`src/design/sst_pkg.sv`:
```
// shared types and constants of the sum segment tree unit
// no dependencies; imported by every module of the block except sst_ram
package sst_pkg;

    localparam int MAX_LEAVES = 1024;
    localparam int NODE_COUNT = 2 * MAX_LEAVES;
    localparam int NODE_AW    = $clog2(NODE_COUNT);
    localparam int IDX_W      = NODE_AW + 1;
    localparam int CNT_W      = $clog2(MAX_LEAVES + 1);
    localparam int DATA_W     = 32;
    localparam int POS_W      = 10;
    localparam int LEAF_W     = 11;
    localparam int BND_W      = (LEAF_W > IDX_W) ? LEAF_W : IDX_W;

    localparam int APB_AW     = 3;
    localparam int APB_DW     = 32;
    localparam logic REG_LEAF_COUNT = 1'b0;
    localparam logic [LEAF_W-1:0] LEAF_RESET = LEAF_W'(1024);

    typedef enum logic [2:0] {
        ST_CLEAR,
        ST_IDLE,
        ST_UPD_RD,
        ST_UPD_WR,
        ST_QRY
    } t_state;

    typedef struct packed {
        logic [CNT_W-1:0] leaves;
    } t_cfg;

    typedef struct packed {
        logic              valid;
        logic [DATA_W-1:0] sum;
    } t_res;

endpackage

```
`src/design/sst_cfg.sv`:
```
// apb register block holding leaf_count and its clamped effective value
// depends on sst_pkg
module sst_cfg (
    input  logic                      i_clk,
    input  logic                      i_rst_n,
    input  logic                      psel,
    input  logic                      penable,
    input  logic                      pwrite,
    input  logic [sst_pkg::APB_AW-1:0] paddr,
    input  logic [sst_pkg::APB_DW-1:0] pwdata,
    output logic [sst_pkg::APB_DW-1:0] prdata,
    output logic                      pready,
    output sst_pkg::t_cfg             o_cfg
);
    import sst_pkg::*;

    localparam int CMP_W = (LEAF_W > CNT_W) ? LEAF_W : CNT_W;

    logic [LEAF_W-1:0] r_leaf_count;
    logic              w_sel_leaf;
    logic [CMP_W-1:0]  w_lc;

    assign w_sel_leaf = (paddr[APB_AW-1] == REG_LEAF_COUNT);
    assign pready     = 1'b1;

    always_ff @(posedge i_clk) begin
        if (!i_rst_n) begin
            r_leaf_count <= LEAF_RESET;
        end else if (psel && penable && pwrite && w_sel_leaf) begin
            r_leaf_count <= pwdata[LEAF_W-1:0];
        end
    end

    assign prdata = w_sel_leaf ? APB_DW'(r_leaf_count) : '0;

    // zero counts as one leaf, large counts saturate
    assign w_lc = CMP_W'(r_leaf_count);
    always_comb begin
        priority if (w_lc == '0) begin
            o_cfg.leaves = CNT_W'(1);
        end else if (w_lc > CMP_W'(MAX_LEAVES)) begin
            o_cfg.leaves = CNT_W'(MAX_LEAVES);
        end else begin
            o_cfg.leaves = CNT_W'(w_lc);
        end
    end

endmodule

```
`config.mk`:
```
export PLATFORM = sky130hd
export DESIGN_NAME = sst_cfg
export DESIGN_NICKNAME = d
export VERILOG_FILES = /design/src/design/sst_pkg.sv /design/src/design/sst_cfg.sv
export SDC_FILE = /design/constraint.sdc
export NUM_CORES = 1
export LEC_CHECK = 0
export BUFFER_PORTS_ARGS = -buffer_cell sky130_fd_sc_hd__buf_2
export CAP_MARGIN = 20
export CORE_UTILIZATION = 37
export CTS_CLUSTER_SIZE = 40
export DETAILED_ROUTE_END_ITERATION = 10
export PLACE_DENSITY = 0.85
export SYNTH_ARGS = -nofsm -noshare
export SYNTH_HDL_FRONTEND = slang
export SYNTH_SLANG_ARGS = --single-unit
```
`constraint.sdc`:
```
create_clock -name i_clk -period 1.83 [get_ports i_clk]
set_input_delay 0.183 -clock i_clk [delete_from_list [all_inputs] [get_ports i_clk]]
set_output_delay 0.183 -clock i_clk [all_outputs]
set_load 0.02 [all_outputs]
```
## After elaboration in Yosys (flattened, before gate mapping)

Index checks and enable logic that the tools add are counted.

- Output and inout port bits: 44
- Register bits after elaboration: 11
- Word-level logic and storage cells: 10

- Magnitude comparators: 1
- Reductions and logical operators: 4
- Multiplexer cells: 3
- Bitwise gates (word level): 1

Operators with widths:

| kind | number |
|---|---|
| $mux W11 | 3 |
| $gt A11 B11 Y1 const B | 1 |
| $logic_not A11 Y1 | 1 |
| $logic_and A1 B1 Y1 | 3 |
| $not A1 Y1 | 1 |

## Depth between registers and ports, before layout

- Word-level depth: 3
- Depth in mapped cells: 4

## Least setup slack after synthesis

No wires, ideal clock.

- Path kind: flip-flop to output port
- From: register r_leaf_count[8]
- To: output port o_cfg[0] (netlist bit)
- Buffers on the path: 0
- Data required time: 1.647 ns
- Path slack: 0.691 ns
- Data arrival time: 0.956 ns
- Stages on the path, launching flop included: 4
- Path through: dfxtp_1 > nor4_1 > a31oi_1 > nor2_1

RTL lines:

| element | line | source |
|---|---|---|
| start: declaration | sst_cfg.sv:19 | `logic [LEAF_W-1:0] r_leaf_count;` |
| start signal: assignment | sst_cfg.sv:30 | `r_leaf_count <= pwdata[LEAF_W-1:0];` |
| end: declaration | sst_cfg.sv:13 | `output sst_pkg::t_cfg o_cfg` |

==> impl_metrics.yaml <==
floorplan:
  die_y_um: 48.3
  rows: 16
  die_w_um: 48.3
  die_area_sq_um: 2330
  ioPinCount: 84
  start_util_pct: 40.0
  core_region_area_sq_um: 1980
cts:
  clock_sinks: 11
  post-cts-setup-buffer-count: 0
  clkLatencyLatePin_ns: 0.26
  path_clk_slew_ns: 0.08
  cts_tree: "yes"
  cts_root_buffer: "clkbuf_4"
  htreeDepth: 1
  cts_hold_buffers: 0
  numCtsBuffers: 3
  cts_resized: 0
  clock_path_buffers: 2
timing:
  finalCriticalPeriod_ns: 1.48
  finalHoldViolCount: 0
  setup_viol: 0
  finalCritPeriodShare_pct: 81.1
  drv_slew: 0
  fin_tns_setup_ns: 0
  max_clock_freq_mhz: 674
  fin_skew_ns: 0
  rsz0062_at_grt: "false"
worst_setup_path:
  cp-start-kind: "flop"
  worst_ep_arrival_time_ns: 1.30
  criticalPathCategory: "reg -> out"
  crit_path_end_kind: "output pin"
  required_ns: 1.65
  ff2ff_path_depth: 2
  path_max_fanout: 4
grt:
  grt_max_degree: 14
  grt_pass1_wl_um: 2210
  grt_pass1_vias: 534
  grt_overflow: 0
  grt_use_total_pct: 14.2
  antenna_found_initial: 0
min_path:
  hp-class: "in -> reg"
  hold_path_depth: 3
placement:
  detailed_place_hpwl_um: 1240
  gp_congestion: 0.681
  portBuffers: 38
routing:
  post_drt_via_cell_ratio: 4.13
  routed_wl_um: 1560
  wl_per_cell_um: 9.65
  drc: 0
  drtAntennaViolNets: 0
  vias: 669
  firstDrtPassIters: 4
  first_iter_violations: 7
status:
  status: "completed"
cells_and_area:
  diodes: 0
  area_growth_pct: 16.3
  largest-register: "r_leaf_count"
  drive_above_1_share_pct: 37.8
  reg_top3: "r_leaf_count x11"
  fin_util_pct: 46.5
  largest_reg_flops: 11
  fin_nets: 176
synth:
  yosysWarnings: 0
  synth_area_per_cell_sq_um: 7.84
  synth-seq-cells: 11
  synth_cells: 101
  seq_area_frac_synth_pct: 27.8
  yosysUniqueCellTypes: 18
  syn_area_sq_um: 792
pwr:
  p_leak_nw: 0.450
  max-vdd-ir-drop_uv: 235
  powerDensity_nw_per_um2: 563
job:
  maxCapViolCount: 0
worst max-delay path: stages (launching register included):
cell and delay, ns:
dfxtp_1 0.33, nor4_1 0.31, a31oi_1 0.13, nor2_1 0.09, buf_2 0.17
cell type report:
type | instances | area, sq um
Tap cell | 27 | 33.8
Clock buffer | 4 | 26.3
Fill cell | 213 | 1060
Multi-Input combinational cell | 82 | 450
Timing Repair Buffer | 38 | 190
Sequential cell | 11 | 220
final timing paths:
kind,from,endpoint,slack [ns]
worst max-delay path,r_leaf_count[8],o_cfg[0],0.35
worst min register to register,r_leaf_count[4],r_leaf_count[4],0.49
worst max register to register,r_leaf_count[10],r_leaf_count[10],1.01
worst min-delay path,pwdata[10],r_leaf_count[10],0.13
cells in the final DEF, fill, tap and decap left out:
| cell type | instances |
|---|---|
| clkbuf_4 | 3 |
| a31oi_1 | 1 |
| a21boi_0 | 1 |
| dfxtp_1 | 11 |
| and4b_1 | 1 |
| nand4b_1 | 1 |
| nor2_1 | 2 |
| and2b_2 | 1 |
| a21boi_2 | 9 |
| nor3_1 | 1 |
| buf_2 | 38 |
| nand3_1 | 1 |
| nor2b_1 | 19 |
| nor4_1 | 1 |
| nand2_1 | 22 |
| clkbuf_1 | 1 |
| conb_1 | 22 |
synthesized netlist by cell type:
library cell,instances,area [sq um]
a21boi_0,1,7.51
a21boi_2,9,101
a31oi_1,1,6.26
and2b_2,1,8.76
and4b_1,1,10.0
buf_2,1,5.00
buf_4,22,165
buf_6,1,11.3
clkbuf_1,4,15.0
conb_1,2,7.51
dfxtp_1,11,220
nand2_1,22,82.6
nand3_1,1,5.00
nand4b_1,1,8.76
nor2_1,2,7.51
nor2b_1,19,119
nor3_1,1,5.00
nor4_1,1,6.26
stage by stage:
stage	area (sq um)	power (mW)	cells	hold slack (ns)	setup WS, ns
6_report	921	0.519	162	0.134	0.346
5_1_grt	921	0.546	162	0.155	0.237
4_1_cts	921	0.520	162	0.134	0.337
3_5_place_dp	895	0.361	158	0.405	0.565
3_3_place_gp	895	0.358	158	0.398	0.616
2_1_floorplan	867	0.370	121	0.307	0.691
routing by layer:
metal | global-route usage [%] | routed length [um]
met1 | 15.2 | 624
met2 | 26.1 | 805
met3 | 1.48 | 102
met4 | 8.89 | 30
met5 | 0 | 0
kinds of logic after synthesis:
group | Yosys count | synth area share (%)
AOI/OAI and AO/OA | 11 | 14.5
buffers and inverters | 28 | 24.8
DFF | 11 | 27.8
other | 2 | 0.948
and+or+nand+nor | 49 | 31.9
power breakdown:
group | switching (mW) | internal (mW)
Clock | 0.0788 | 0.0840
Combinational | 0.0727 | 0.0320
Sequential | 0.00653 | 0.245
Total | 0.158 | 0.361
No activity file was read; power rests on OpenSTA's default activity.
